==> src/hdl/ple_pkg.sv <==
// ---------------------------------------------------------------------------
// Positional list engine package
// Shared widths, action and status codes, and the structs that pass between
// the top level, the storage cells and the reduction tree.
// ---------------------------------------------------------------------------
package ple_pkg;

	localparam int unsigned POS_W       = 7;
	localparam int unsigned VALUE_W     = 32;
	localparam int unsigned COUNT_OUT_W = 7;
	// Wide enough for any cell index up to the largest supported capacity.
	localparam int unsigned IDX_CMP_W   = 13;

	typedef enum logic [1:0] {
		ACT_INSERT = 2'd0,
		ACT_REMOVE = 2'd1,
		ACT_SWAP   = 2'd2,
		ACT_QUERY  = 2'd3
	} action_t;

	typedef enum logic [1:0] {
		STAT_OK    = 2'd0,
		STAT_RANGE = 2'd1,
		STAT_FULL  = 2'd2
	} status_t;

	// Command broadcast to every cell of the row.
	typedef struct packed {
		logic               apply;
		action_t            action;
		logic [POS_W-1:0]   idx_a;
		logic [POS_W-1:0]   idx_b;
		logic [VALUE_W-1:0] val_a;
		logic [VALUE_W-1:0] val_b;
	} cell_cmd_t;

	// Root of the reduction tree, already in result form.
	typedef struct packed {
		logic                   valid;
		logic [VALUE_W-1:0]     max_value;
		logic [COUNT_OUT_W-1:0] max_position;
		logic                   is_sorted;
		logic                   found;
		logic [VALUE_W-1:0]     pick_a;
		logic [VALUE_W-1:0]     pick_b;
	} summary_t;

endpackage

==> src/hdl/ple_tree.sv <==
// ---------------------------------------------------------------------------
// Positional list engine reduction tree
// Registered binary tree over the cell row: first maximum and its position,
// non-decreasing flag, presence of the key, and two selected entries.
// ---------------------------------------------------------------------------
module ple_tree
	import ple_pkg::*;
#(
	parameter int unsigned CAPACITY = 2
) (
	input  logic                                clk,
	input  logic [CAPACITY-1:0][VALUE_W-1:0]    values,
	input  logic [$clog2(CAPACITY+1)-1:0]       count,
	input  logic [POS_W-1:0]                    idx_a,
	input  logic [POS_W-1:0]                    idx_b,
	input  logic [VALUE_W-1:0]                  key,
	output summary_t                            summary
);

	localparam int unsigned LEVELS = $clog2(CAPACITY);
	localparam int unsigned LEAVES = 2 ** LEVELS;
	localparam int unsigned CMPW   = $clog2(2 * CAPACITY + 1);

	typedef struct packed {
		logic               valid;
		logic [VALUE_W-1:0] maxv;
		logic [LEVELS-1:0]  pos;
		logic               sorted;
		logic               found;
		logic [VALUE_W-1:0] head;
		logic [VALUE_W-1:0] tail;
		logic [VALUE_W-1:0] pick_a;
		logic [VALUE_W-1:0] pick_b;
	} node_t;

	// Valid leaves form a prefix, so a valid right child implies a valid left.
	function automatic node_t combine(node_t l, node_t r);
		node_t o;
		o = l;
		if (r.valid) begin
			if ($signed(r.maxv) > $signed(l.maxv)) begin
				o.maxv = r.maxv;
				o.pos  = r.pos;
			end
			o.sorted = l.sorted & r.sorted & !($signed(r.head) < $signed(l.tail));
			o.found  = l.found | r.found;
			o.tail   = r.tail;
		end
		o.pick_a = l.pick_a | r.pick_a;
		o.pick_b = l.pick_b | r.pick_b;
		return o;
	endfunction

	node_t leaf    [LEAVES];
	node_t inner_q [1:LEAVES-1];

	for (genvar i = 0; i < LEAVES; i++) begin : g_leaf
		logic [VALUE_W-1:0] v;
		logic               lv;
		if (i < CAPACITY) begin : g_real
			assign v = values[i];
		end else begin : g_pad
			assign v = '0;
		end
		assign lv = CMPW'(i) < CMPW'(count);
		assign leaf[i] = '{
			valid:  lv,
			maxv:   v,
			pos:    LEVELS'(i),
			sorted: 1'b1,
			found:  lv && (v == key),
			head:   v,
			tail:   v,
			pick_a: (IDX_CMP_W'(i) == IDX_CMP_W'(idx_a)) ? v : '0,
			pick_b: (IDX_CMP_W'(i) == IDX_CMP_W'(idx_b)) ? v : '0
		};
	end

	for (genvar k = 1; k < LEAVES; k++) begin : g_node
		node_t lc;
		node_t rc;
		if (2 * k >= LEAVES) begin : g_from_leaf
			assign lc = leaf[2 * k - LEAVES];
			assign rc = leaf[2 * k + 1 - LEAVES];
		end else begin : g_from_node
			assign lc = inner_q[2 * k];
			assign rc = inner_q[2 * k + 1];
		end
		always_ff @(posedge clk) begin
			inner_q[k] <= combine(lc, rc);
		end
	end

	logic [LEVELS:0] root_pos1;

	assign root_pos1 = (LEVELS + 1)'(inner_q[1].pos) + (LEVELS + 1)'(1);

	always_comb begin
		summary.valid        = inner_q[1].valid;
		summary.max_value    = inner_q[1].valid ? inner_q[1].maxv : '1;
		summary.max_position = inner_q[1].valid ? COUNT_OUT_W'(root_pos1) : '0;
		summary.is_sorted    = inner_q[1].valid ? inner_q[1].sorted : 1'b1;
		summary.found        = inner_q[1].valid & inner_q[1].found;
		summary.pick_a       = inner_q[1].pick_a;
		summary.pick_b       = inner_q[1].pick_b;
	end

endmodule

==> config.mk <==
export PLATFORM = sky130hd
export DESIGN_NAME = ple_tree
export DESIGN_NICKNAME = d
export VERILOG_FILES = /design/src/hdl/ple_pkg.sv /design/src/hdl/ple_tree.sv
export SDC_FILE = /design/constraint.sdc
export NUM_CORES = 1
export LEC_CHECK = 0
export CORE_AREA = 2 2 133 135
export DETAILED_ROUTE_END_ITERATION = 10
export DIE_AREA = 0 0 135 137
export DONT_BUFFER_PORTS = 1
export PLACE_DENSITY_LB_ADDON = 0.08
export SLEW_MARGIN = 20
export SYNTH_ARGS = -nofsm -noshare
export SYNTH_HDL_FRONTEND = slang
export SYNTH_SLANG_ARGS = --single-unit
==> constraint.sdc <==
create_clock -name clk -period 3.3 [get_ports clk]
set_input_delay 0.495 -clock clk [delete_from_list [all_inputs] [get_ports clk]]
set_output_delay 0.495 -clock clk [all_outputs]
set_load 0.01 [all_outputs]
==> flow_results.org <==
** Synthesis
- By count the netlist is led by dfxtp_1 (100), nand2_1 (74), buf_4 (71), nor2_1 (70), nand2b_1 (65).
- Main area contributors after synthesis :: dfxtp_1 (27%), mux2i_1 (8.6%), o2111ai_1 (7.5%), buf_4 (7.1%), nand2b_1 (5.4%)
- Seq cells post-synth :: 100
- The largest total area in the synthesized netlist belongs to dfxtp_1.
- The synthesized netlist contains 44 unique library cells.
- After synthesis, the share of flip-flops with an asynchronous set or reset is 0.
- By instance count, the leading cell after synthesis is dfxtp_1.
- In the synthesized netlist, the number of instances is between 900 and 1,000.
- Post-synth EDFFs :: 0
- The share of synthesized area in the top cell type comes to 0.267.
- Dividing the synthesized area by the synthesized cell count gives 8.15 sq um.
- Total of warnings raised by yosys :: 0
- Fraction of the yosys area taken by sequential cells :: 0.267
- Commonest register cell after synthesis :: dfxtp_1
- After synthesis the cells add up to roughly 7500 sq um.

** Global routing
- For this run, the total global-route usage over all layers was measured as 0.287.
- Congestion Overflow GR :: 0
- Global-route wire length before repair :: 39,900 microns
- Via count of the first global-routing pass :: about 6,500
- Entering global routing, the biggest net connects between 100 and 150 pins.
- Initial antenna violation count :: 0

** Route
- Average wire per cell in the routed design :: 25.9 microns
- Routed vias/inst :: roughly 6.4
- The first TritonRoute pass finished after 6 iterations.
- Once detail routing completed, the nets flagged for antenna violations numbered 0.
- DRC marker count from the first detailed-route iteration :: 583
- Number of vias after detailed routing :: 6,635
- After detailed routing, the total wire length is 27,000 microns.
- In the routed design, unresolved DRC markers number 0.

** Place
- Routability congestion estimate from global placement :: 0.860
- The wire-length estimate of the detail-placed layout is 18,900 microns.
- Number of buffers added on ports :: 0
- Worst slack at placement :: 0.191 ns

** Clock tree
- Buffers inserted during clock tree synthesis total 9.
- Hold-fix buffers at CTS :: 0
- Gates resized during post-CTS repair numbered 0.
- Number of H-tree branching levels :: 3
- Counting every sink on the clock net gives 100.
- After clock tree synthesis, the clock-pin slew on the worst setup and hold paths is around 0.06 ns.
- In this run the deepest clock path goes through 2 buffers.
- The tree is rooted in a clkbuf_16.
- TritonCTS clock tree :: done
- Buffers added to address setup during post-CTS repair amount to 0.

** STA
- After layout, the minimum clock period comes to 2.79 ns.
- Final Worst Setup Slack :: 0.509 ns
- Worst Tran Pin Value :: 0.989 ns
- Final hold viol count :: 0
- The number of pins with negative max-slew slack in the final report is 0.
- Derived from the worst setup path, the maximum achievable clock frequency is roughly 360 MHz.
- Worst slew margin :: 0.340
- In the final timing run, aggregate negative setup slack is 0 ns.
- Setup violations remaining at the end of the flow were counted as 0.
- Setup repair after global routing left no endpoint under its margin.
- Dividing the final minimum period by the clock period gives 0.846.

** Setup path
- The worst setup path is of the input pin to register kind.
- Type of element launching the critical path :: input pin
- Of all nets on the critical path, the largest fanout is 29.
- On the worst path, the slowest cell contributes a delay of 0.56 ns.
- Slowest cell on crit path :: or4_4
- List of cells traversed by the critical path :: inv_1 -> ha_4 -> nand4_4 -> or4_4 -> nor3_1 -> nor2_4 -> buf_12 -> o2111ai_1
- For the worst setup path, the data required time is 3.53 ns.
- Arrival time of the worst setup path :: around 3.0 ns
- Critical Path End Type :: register

** Pwr
- Pleak :: 3.00 nW
- Power Density :: about 420 nW/um^2
- Total net switching power :: around 0.92 mW
- Of the total power, registers draw 0.411.
- Of the total power, the clock network draws 0.362.
- Switch share :: 0.289
- Gate power share :: 0.227
- The worst-case IR drop observed on VDD is 0.000253 V.
- Internal power of the cells :: about 2.3 mW

** Finish
- inner_q holds more flip-flops than any other register.
- The final layout contains 960 nets.
- Largest registers in the final layout :: inner_q x100
- Of the cells placed in the final design, the portion with a size suffix greater than 1 is 0.0623.
- Diodes inserted :: 0
- From synthesis to final layout, the design area changed by 0.217%.
- Flip-flop count of the largest register after layout :: 100

** Die
- Site row count :: 48
- Die Span Y :: between 100 and 150 microns
- For this configuration, the core starts out at a cell density of 0.439.
- In this run the horizontal extent of the chip is 135 microns.
- Area enclosed by the die boundary :: around 18,000 sq um
- Core Footprint :: 17,100 sq um
- Ports :: 219

** Hold path
- The min-delay analysis places its worst path in the category input pin to register.

** Status
- Run status :: finished, final reports clean

** Run
- Number of max-cap violations :: 0
-- kinds of logic after synthesis --
group,Yosys count,synth area share
flip-flops,100,0.267
buffers and inverters,176,0.128
AND/OR/NAND/NOR,323,0.230
multiplexers,64,0.0855
other,1,0.000501
XOR/XNOR,64,0.0748
adder cells (fa/ha/maj),32,0.0534
AO/OA/AOI/OAI,159,0.161
-- placed cells by master (no fill, tap or decap), types with 9 or more instances in the layout --
cell type,synthesis,final
mux2i_1,64,64
a31oi_1,32,32
nand2b_1,65,65
a21oi_1,14,14
a22oi_1,33,32
dfxtp_1,100,100
nor3_1,34,34
xor2_1,36,36
nand2_1,74,74
xnor2_1,28,28
ha_1,32,31
clkbuf_16,0,9
nor2_1,70,68
nor4_1,13,13
inv_1,32,32
nand4_1,14,14
o2111ai_1,64,64
nand4b_1,31,31
buf_4,71,24
-- power by group through the flow --
stage                     logic, mW  clock network [mW]  registers (mW)
after floorplan               0.591                   0            1.31
after global placement        0.691                   0            1.33
after detailed placement      0.711                   0            1.33
after CTS                     0.715                1.17            1.30
after global routing          0.784                1.23            1.31
final                         0.720                1.15            1.30
-- worst max-delay path: cells and delay by family --
family | cells | cell delay, ns
and+or+nand+nor | 4 | 1.47
adders and majority gates | 1 | 0.45
AOI/OAI and AO/OA | 1 | 0.33
buffers and inverters | 2 | 0.27
-- layout make-up --
| type | instances | area, sq um |
|---|---|---|
| multi-input cells | 647 | 4590 |
| well taps | 225 | 282 |
| clock inverters | 6 | 87.6 |
| inverters | 32 | 120 |
| fillers | 1762 | 9550 |
| clock buffers | 9 | 225 |
| flip-flops and latches | 100 | 2000 |
| repair buffers | 25 | 200 |
-- path summary, 6_finish.rpt --
check        from         endpoint  slack [ns]  cells past startpoint
min      count[1]  inner_q[1][129]        0.25                      1
max    values[31]  inner_q[1][140]        0.51                      8
-- through the flow --
| step | cells | hold WS [ns] | utilization | cell area [sq um] | total power, mW |
|---|---|---|---|---|---|
| floorplan | 923 | 0.612 | - | 7510 | 1.91 |
| detailed placement | 1029 | 0.603 | 0.422 | 7200 | 2.04 |
| finish | 1044 | 0.250 | 0.440 | 7510 | 3.17 |
| CTS | 1044 | 0.236 | 0.440 | 7510 | 3.19 |
| global route | 1044 | 0.242 | 0.440 | 7510 | 3.32 |
| global placement | 1029 | 0.606 | 0.422 | 7200 | 2.02 |
-- metal layers --
layer / vias to the layer above / track usage / routed length (microns)
li1: 3027 / - / -
met1: 3240 / 0.361 / 11300
met2: 334 / 0.470 / 12500
met3: 34 / 0.0907 / 2740
met4: 0 / 0.0868 / 473
met5: - / 0 / 0
No activity file was read; power rests on OpenSTA's default activity.
