File: config.mk
export PLATFORM = sky130hd
export DESIGN_NAME = ple_cell
export DESIGN_NICKNAME = d
export VERILOG_FILES = /design/src/hdl/ple_pkg.sv /design/src/hdl/ple_cell.sv
export SDC_FILE = /design/constraint.sdc
export NUM_CORES = 1
export LEC_CHECK = 0
export BUFFER_PORTS_ARGS = -buffer_cell sky130_fd_sc_hd__buf_2
export CAP_MARGIN = 20
export CORE_MARGIN = 1.5
export CORE_UTILIZATION = 40
export CTS_BUF_LIST = sky130_fd_sc_hd__clkbuf_2 sky130_fd_sc_hd__clkbuf_4 sky130_fd_sc_hd__clkbuf_8
export DETAILED_ROUTE_END_ITERATION = 12
export PLACE_DENSITY = 0.8
export SYNTH_ARGS = -nofsm -noshare
export SYNTH_HDL_FRONTEND = slang
export SYNTH_SLANG_ARGS = --single-unit
export TNS_END_PERCENT = 100
File: constraint.sdc
create_clock -name clk -period 2.86 [get_ports clk]
set_clock_uncertainty 0.05 [all_clocks]
set_input_delay 0.429 -clock clk [delete_from_list [all_inputs] [get_ports clk]]
set_output_delay 0.429 -clock clk [all_outputs]
set_load 0.01 [all_outputs]
File: src/hdl/ple_pkg.sv
// ---------------------------------------------------------------------------
// Positional list engine package
// Shared widths, action and status codes, and the structs that pass between
// the top level, the storage cells and the reduction tree.
// ---------------------------------------------------------------------------
package ple_pkg;

	localparam int unsigned POS_W       = 7;
	localparam int unsigned VALUE_W     = 32;
	localparam int unsigned COUNT_OUT_W = 7;
	// Wide enough for any cell index up to the largest supported capacity.
	localparam int unsigned IDX_CMP_W   = 13;

	typedef enum logic [1:0] {
		ACT_INSERT = 2'd0,
		ACT_REMOVE = 2'd1,
		ACT_SWAP   = 2'd2,
		ACT_QUERY  = 2'd3
	} action_t;

	typedef enum logic [1:0] {
		STAT_OK    = 2'd0,
		STAT_RANGE = 2'd1,
		STAT_FULL  = 2'd2
	} status_t;

	// Command broadcast to every cell of the row.
	typedef struct packed {
		logic               apply;
		action_t            action;
		logic [POS_W-1:0]   idx_a;
		logic [POS_W-1:0]   idx_b;
		logic [VALUE_W-1:0] val_a;
		logic [VALUE_W-1:0] val_b;
	} cell_cmd_t;

	// Root of the reduction tree, already in result form.
	typedef struct packed {
		logic                   valid;
		logic [VALUE_W-1:0]     max_value;
		logic [COUNT_OUT_W-1:0] max_position;
		logic                   is_sorted;
		logic                   found;
		logic [VALUE_W-1:0]     pick_a;
		logic [VALUE_W-1:0]     pick_b;
	} summary_t;

endpackage

File: src/hdl/ple_cell.sv
// ---------------------------------------------------------------------------
// Positional list engine storage cell
// Holds one entry; on an applied command it loads a new value, takes its
// left neighbor (insert shift) or its right neighbor (remove shift).
// ---------------------------------------------------------------------------
module ple_cell
	import ple_pkg::*;
#(
	parameter int unsigned INDEX = 0
) (
	input  logic               clk,
	input  cell_cmd_t          cmd,
	input  logic [VALUE_W-1:0] left_value,
	input  logic [VALUE_W-1:0] right_value,
	output logic [VALUE_W-1:0] value
);

	logic [VALUE_W-1:0] value_q;
	logic [VALUE_W-1:0] value_d;
	logic               at_a;
	logic               at_b;
	logic               above_a;

	assign at_a    = IDX_CMP_W'(INDEX) == IDX_CMP_W'(cmd.idx_a);
	assign at_b    = IDX_CMP_W'(INDEX) == IDX_CMP_W'(cmd.idx_b);
	assign above_a = IDX_CMP_W'(INDEX) >  IDX_CMP_W'(cmd.idx_a);

	always_comb begin
		value_d = value_q;
		if (cmd.apply) begin
			unique case (cmd.action)
				ACT_INSERT: begin
					if (at_a) begin
						value_d = cmd.val_a;
					end else if (above_a) begin
						value_d = left_value;
					end
				end
				ACT_REMOVE: begin
					if (at_a || above_a) begin
						value_d = right_value;
					end
				end
				ACT_SWAP: begin
					if (at_a) begin
						value_d = cmd.val_a;
					end else if (at_b) begin
						value_d = cmd.val_b;
					end
				end
				ACT_QUERY: begin
					value_d = value_q;
				end
				default: begin
					value_d = value_q;
				end
			endcase
		end
	end

	always_ff @(posedge clk) begin
		value_q <= value_d;
	end

	assign value = value_q;

endmodule

==> impl_metrics.toml, run 1 <==
[pwr]
intPower_w = 0.000906
switching_share_pct = 27.7
seqPwrFrac_pct = 46.1
p_leak_nw = 1.20
ir_drop_mv = 0.195
switching_power_w = 0.000347
power_w = 0.00125
pwr-share-clk_pct = 27.7
power.density_nw_per_um2 = 409
p_comb_share_pct = 26.2

[sta]
fmax_mhz = 517
period_minus_slack_ns = 1.93
setup_violations = 0
fin_crit_sh_pct = 67.6
tns_ns = 0
maxSlewViolCount = 0
slew-limit-headroom_pct = 73.8
tightest_slew_ns = 0.393
grt_setup_unrepaired = "no"
hold_violations = 0

[die]
io_pins = 178
fp.dieH_um = 77.0
coreArea_um2 = 5200
die_w_um = 77.0
rows = 26
fp.dieArea_um2 = 5930
start_util_pct = 42.1

[clock_tree]
cts_resized = 0
numCtsBuffers = 5
clock_sinks = 32
ctsLongestPathBuffers = 2
h-tree-depth = 2
path_clk_slew_ns = 0.06
postCtsHoldBufs = 0
cts_tree = "done"
cts_post_setup_buffers_inserted = 0
root_buffer = "clkbuf_8"

[yosys]
netlist.area_leader.share_pct = 43.8
syn-num-nets = 386
ys_types = 20
yosysWarnings = 0
yosysTopAreaCell = "edfxtp_1"
synth.area.top_cells = "edfxtp_1 44%, o211ai_1 11%, a31oi_1 9.1%, nand4_1 9.1%, nor2b_1 9.1%"
ys_ff_latch = 32
synthCells = 236
synth-seq-area-share_pct = 43.8
synth_area_um2 = 2190
syn-mean-instance-area_um2 = 9.29

[grt]
grt_usage_pct = 23.9
grt_pass1_wl_um = 11300
grt_max_degree = 33
overflow = 0
antenna_found_initial = 0
grt_pass1_vias = 2391

[flow_run]
maxCapViolCount = 0

[detailed_routing]
vias = 2519
drt_pass1_iterations = 4
drtIter0Drc = 137
wl_per_cell_um = 16.4
routed_wl_um = 7260
final_antenna_net_count = 0
vias_per_cell = 5.69
post-route-drc-count = 0

[setup_path]
worst_ep_arrival_time_ns = 1.85
critPathKind = "input pin to flop"
cp-end-kind = "flop"
worstPathMaxFanout = 17
crit_required_ns = 2.77
crit_path_start_kind = "input pin"

[hold_path]
min_from = "right_value[31]"
whs_path_depth = 3
hold_end = "value[31]$_DFFE_PP_"
hold_class = "input pin to flop"

[place]
io_buffers = 145
placedCellCount = 435
dpl.hpwl_um = 4990
place_congestion = 0.809

[finish]
multi_input_area_um2 = 1090
fin_cells = 443
nFillCells = 471
drive_gt1_share_pct = 45.0
largest_reg_flops = 32
n_antenna_cell = 0
regArea_um2 = 961
areaGrowthSynthToFinish_pct = 39.8
postLayoutCoreUtil_pct = 58.9
finalNetCount = 522

[run_status]
status = "finished, final reports clean"
==> placed cells by master, fill, tap and decap left out, types with 2 or more instances in the layout <==
master    netlist  routed
and2_1          2       2
nand4_1        32      32
a31oi_1        32      32
inv_1           3       3
edfxtp_1       32      32
buf_4           3      13
nor2b_1        32      32
buf_2          11     145
clkbuf_8        0       5
nand2_1        31      31
clkbuf_4        0       2
o211ai_1       32      32
ha_1            4       3
==> how the worst max path moves through the flow <==
stage                               end  depth (start not counted)  slack (ns)    start
global placement    value[12]$_DFFE_PP_                          5        0.69  cmd[66]
floorplan            value[0]$_DFFE_PP_                          3        0.35  cmd[66]
CTS                  value[4]$_DFFE_PP_                          5        0.95  cmd[66]
global route         value[8]$_DFFE_PP_                          5        0.87  cmd[66]
detailed placement  value[11]$_DFFE_PP_                          5        0.66  cmd[66]
finish               value[4]$_DFFE_PP_                          5        0.93  cmd[66]
==> power by group through the flow <==
stage	Combinational [W]	Clock, W	Sequential, W
after CTS	0.000326	0.000356	0.000578
after global routing	0.000360	0.000376	0.000581
after global placement	0.000317	0	0.000587
after detailed placement	0.000325	0	0.000588
final	0.000328	0.000347	0.000578
after floorplan	0.000144	0	0.000611
==> per-layer routing <==
metal  share of wire [%]  up-vias  routed length, um  global-route usage (%)
li1                    -     1192                  -                       -
met1                  41     1194               2940                    28.5
met2                  51      127               3730                    44.1
met3                 7.1        6                515                    4.05
met4                 1.0        0                 76                    6.73
met5                   0        -                  0                       0
==> stage by stage <==
step	area (um2)	hold slack (ns)	setup WS, ns
floorplan	2190	0.615	0.351
global placement	2980	0.705	0.692
detailed placement	2980	0.715	0.663
CTS	3060	0.424	0.952
global route	3060	0.423	0.867
finish	3060	0.428	0.925
==> synth_stat cells, drive strengths merged <==
master	instances
o41ai	1
clkbuf	14
nand3	1
nor3	1
nand4	32
ha	4
nor4b	1
o211ai	32
or4	1
buf	15
nor4	1
a31oi	32
nor2b	32
and2	2
edfxtp	32
nand2	31
inv	3
a32o	1
==> cell families after synthesis <==
logic type,synth area share [%]
adders and majority gates,2.28
AOI/OAI and AO/OA,20.9
DFF,43.8
buffers and inverters,6.62
and+or+nand+nor,26.3
==> cell type report <==
type                       count  area share (%)
multi-input combinational    172            35.7
clock inverter                 1           0.122
inverter                       3           0.367
sequential                    32            31.4
clock buffer                   7            2.74
tap                           70            2.86
timing repair buffer         158            26.9
==> worst max-delay path: stages <==
cell,delay (ns)
buf_2,0.09
or4_1,0.51
o41ai_1,0.33
a32o_1,0.21
buf_4,0.26
Note: power is estimated with default switching activity, not from simulation.
==> run 2: changes to the inputs <==
Clock period 2.86 ns to 1.8 ns, I/O delays scaled along.
==> run 2 against run 1 <==
Compared with the run above: critical path depth did not move; clock-buffer cell count fell by 2; global-route usage fell by 0.16 points; cell count did not move; hold slack got worse by 0.15 ns; setup slack got worse by 0.71 ns; sequential power rose by 59%; sequential share of layout area fell by 0.68 points; largest cell class unchanged; highest routed layer unchanged.
==> impl_metrics.toml, run 2 (same netlist as run 1, synthesis figures left out) <==
[detailed_routing]
post-route-drc-count = 0
final_antenna_net_count = 0
routed_wl_um = 6960
wl_per_cell_um = 15.7
drtIter0Drc = 131
vias_per_cell = 5.67
drt_pass1_iterations = 6
vias = 2513

[clock_tree]
path_clk_slew_ns = 0.07
numCtsBuffers = 5
cts_post_setup_buffers_inserted = 0
clock_sinks = 32
root_buffer = "clkbuf_8"
cts_resized = 0
postCtsHoldBufs = 0
cts_tree = "done"
h-tree-depth = 2
ctsLongestPathBuffers = 2

[setup_path]
cp_cell_sequence = "buf_2 > or4_4 > o41ai_2 > a32o_4 > buf_12"
crit_required_ns = 1.73
worst_ep_arrival_time_ns = 1.52
path_delay_family = "simple AND/OR/NAND/NOR gates"
slowest_delay_ns = 0.52
critPathSlowestCell = "or4_4"
path_buf_inv = 2
worstPathMaxFanout = 17
crit_path_start_kind = "input pin"
cp-end-kind = "flop"
critPathKind = "input pin to flop"

[place]
io_buffers = 145
dpl.hpwl_um = 5110
place_congestion = 0.837
place_area_um2 = 3050

[die]
rows = 26
coreArea_um2 = 5200
die_w_um = 77.0
fp.dieH_um = 77.0
start_util_pct = 42.1
io_pins = 178
fp.dieArea_um2 = 5930

[pwr]
intPower_w = 0.00142
power_w = 0.00198
p_leak_nw = 1.22
ir_drop_mv = 0.327
pwr-share-clk_pct = 26.1
power.density_nw_per_um2 = 633
switching_power_w = 0.000560
switching_share_pct = 28.2
p_comb_share_pct = 27.5
seqPwrFrac_pct = 46.3

[hold_path]
whs_path_depth = 3
hold_end = "value[24]$_DFFE_PP_"
hold_class = "input pin to flop"
min_from = "right_value[24]"

[finish]
n_antenna_cell = 0
drive_gt1_share_pct = 45.8
design_area_um2 = 3130
layout_commonest_cell = "buf_2"
finalNetCount = 522
largest_reg_flops = 32
areaGrowthSynthToFinish_pct = 42.9

[grt]
overflow = 0
grt_max_degree = 37
grt_pass1_wl_um = 11300
grt_pass1_vias = 2571
antenna_found_initial = 0
grt_usage_pct = 23.8

[sta]
setup_violations = 0
grt_setup_unrepaired = "no"
fin_crit_sh_pct = 88.2
fmax_mhz = 630
slew-limit-headroom_pct = 75.4
hold_violations = 0
maxSlewViolCount = 0
tightest_slew_ns = 0.369
period_minus_slack_ns = 1.59

[run_status]
status = "finished, final reports clean"

[flow_run]
maxCapViolCount = 0
## run 2: worst max-delay path by stage
stage / to / start / cells after the start
2_1_floorplan: value[0]$_DFFE_PP_ / cmd[66] / 3
3_3_place_gp: value[1]$_DFFE_PP_ / cmd[66] / 5
3_5_place_dp: value[1]$_DFFE_PP_ / cmd[66] / 5
4_1_cts: value[30]$_DFFE_PP_ / cmd[66] / 5
5_1_grt: value[21]$_DFFE_PP_ / cmd[66] / 5
6_report: value[21]$_DFFE_PP_ / cmd[66] / 5
## run 2: stage by stage
step                utilization [%]  worst slack, ns  setup TNS [ns]  hold WS (ns)  std cells
finish                         60.2            0.212               0         0.276        443
global route                   60.2            0.196               0         0.278        443
CTS                            60.2            0.209               0         0.270        443
detailed placement             58.6          -0.0814           -2.39         0.555        435
global placement               58.6          -0.0680           -1.93         0.551        435
floorplan                         -          0.00438               0         0.456        236
## run 2: metal layers
layer | global-route usage (%) | up-vias | wire (um)
met5 | 0 | - | 0
met4 | 8.36 | 0 | 92
met3 | 5.71 | 12 | 696
met2 | 45.0 | 154 | 3530
met1 | 25.6 | 1158 | 2640
li1 | - | 1189 | -
## run 2: power by group through the flow
stage	logic [W]	registers (W)	clock network (W)
3_3_place_gp	0.000528	0.000934	0
3_5_place_dp	0.000546	0.000935	0
6_report	0.000546	0.000919	0.000518
5_1_grt	0.000596	0.000925	0.000561
2_1_floorplan	0.000233	0.000970	0
4_1_cts	0.000547	0.000919	0.000531
## run 2: cell type report
cell class / instances / area, um2
multi-input combinational: 172 / 1120
timing repair buffer: 158 / 873
clock inverter: 3 / 13.8
sequential: 32 / 961
fill: 463 / 2070
tap: 70 / 87.6
inverter: 3 / 11.3
clock buffer: 5 / 68.8
==> run 3: changes to the inputs <==
Settings changed: CAP_MARGIN 20 to default, CELL_PAD_IN_SITES_DETAIL_PLACEMENT from default to 1, CELL_PAD_IN_SITES_GLOBAL_PLACEMENT from default to 1, CORE_UTILIZATION 40 to 27.
==> run 3 against run 2 <==
Compared with the run above: critical path depth unchanged; die area grew 46%; first-iteration DRC count shrank 48%; cell area rose by 2.2%; sequential power hardly changed; wire length is 14% higher; highest routed layer unchanged.
==> impl_metrics.toml, run 3 (same netlist as run 1, synthesis figures left out) <==
[run_status]
status = "finished, final reports clean"

[die]
fp.dieArea_um2 = 8670
fp.dieH_um = 93.1
die_w_um = 93.1
start_util_pct = 28.1
coreArea_um2 = 7810
io_pins = 178
rows = 32

[sta]
fmax_mhz = 615
grt_setup_unrepaired = "no"
fin_ws_ns = 0.173
slew-limit-headroom_pct = 74.2
hold_violations = 0
setup_violations = 0
fin_crit_sh_pct = 90.4
tightest_slew_ns = 0.387
maxSlewViolCount = 0
period_minus_slack_ns = 1.63

[detailed_routing]
post-route-drc-count = 0
final_antenna_net_count = 0
drt_pass1_iterations = 4
vias = 2505
drtIter0Drc = 68
wl_per_cell_um = 16.8
routed_wl_um = 7960
vias_per_cell = 5.28

[place]
placedCellCount = 466
io_buffers = 145
dpl.hpwl_um = 5870
place_ws_ns = -0.155
place_congestion = 0.797

[clock_tree]
numCtsBuffers = 5
h-tree-depth = 2
postCtsHoldBufs = 0
cts_resized = 0
cts_tree = "done"
ctsLongestPathBuffers = 2
clock_sinks = 32
root_buffer = "clkbuf_8"
cts_post_setup_buffers_inserted = 0
path_clk_slew_ns = 0.07

[finish]
areaGrowthSynthToFinish_pct = 46.0
finalNetCount = 521
fin_cells = 474
largest_reg_flops = 32
drive_gt1_share_pct = 45.4
layout_commonest_cell = "buf_2"
n_antenna_cell = 0

[setup_path]
worst_ep_arrival_time_ns = 1.57
crit_required_ns = 1.74
worstPathMaxFanout = 17
cp-end-kind = "flop"
critPathKind = "input pin to flop"
crit_path_start_kind = "input pin"

[grt]
grtUsageMet2_pct = 33.6
grt_pass1_wl_um = 12200
grt_pass1_vias = 2578
overflow = 0
top_usage_layer = "met2"
antenna_found_initial = 0
grt_max_degree = 36
met1_usage_pct = 20.5
grt_usage_pct = 18.0
use_met3_pct = 3.74

[pwr]
p_leak_nw = 1.22
ir_drop_mv = 0.232
power.density_nw_per_um2 = 670

[flow_run]
maxCapViolCount = 0

[hold_path]
hold_class = "input pin to flop"
run 3: power breakdown:
| part | switching (W) | total (W) | internal (W) |
|---|---|---|---|
| clock | 0.000271 | 0.000674 | 0.000403 |
| combinational | 0.000295 | 0.000552 | 0.000257 |
| sequential | 0.0000152 | 0.000919 | 0.000904 |
run 3: area by class of cell:
cell class | count | area, um2
well taps | 102 | 128
clock buffers | 5 | 68.8
repair buffers | 157 | 878
multi-input cells | 172 | 1120
flip-flops and latches | 32 | 961
fillers | 965 | 4610
inverters | 3 | 11.3
clock inverters | 3 | 37.5
run 3: metrics by stage:
step / hold slack [ns] / total power [W] / instance area, um2 / setup TNS [ns] / util (%)
floorplan: 0.456 / 0.00120 / 2210 / 0 / -
global placement: 0.546 / 0.00147 / 3090 / -3.01 / 39.6
detailed placement: 0.557 / 0.00149 / 3090 / -4.72 / 39.6
CTS: 0.262 / 0.00218 / 3200 / 0 / 41.0
global route: 0.257 / 0.00227 / 3200 / 0 / 41.0
finish: 0.269 / 0.00214 / 3200 / 0 / 41.0
run 3: path summary, 6_finish.rpt:
path	endpoint	slack, ns	from	depth (start not counted)
max	value[4]$_DFFE_PP_	0.17	cmd[66]	5
min	value[30]$_DFFE_PP_	0.27	right_value[30]	3
run 3: worst max-delay path, stage by stage:
cell and delay, ns:
buf_2 0.10, or4_4 0.52, o41ai_2 0.28, a32o_4 0.23, buf_12 0.16
run 3: routing by layer:
| layer | routed length (um) | share of wire (%) | up-vias |
|---|---|---|---|
| met5 | 0 | 0 | - |
| met2 | 4180 | 52 | 99 |
| met1 | 3200 | 40 | 1205 |
| met3 | 479 | 6.0 | 8 |
| met4 | 109 | 1.4 | 0 |
| li1 | - | - | 1193 |
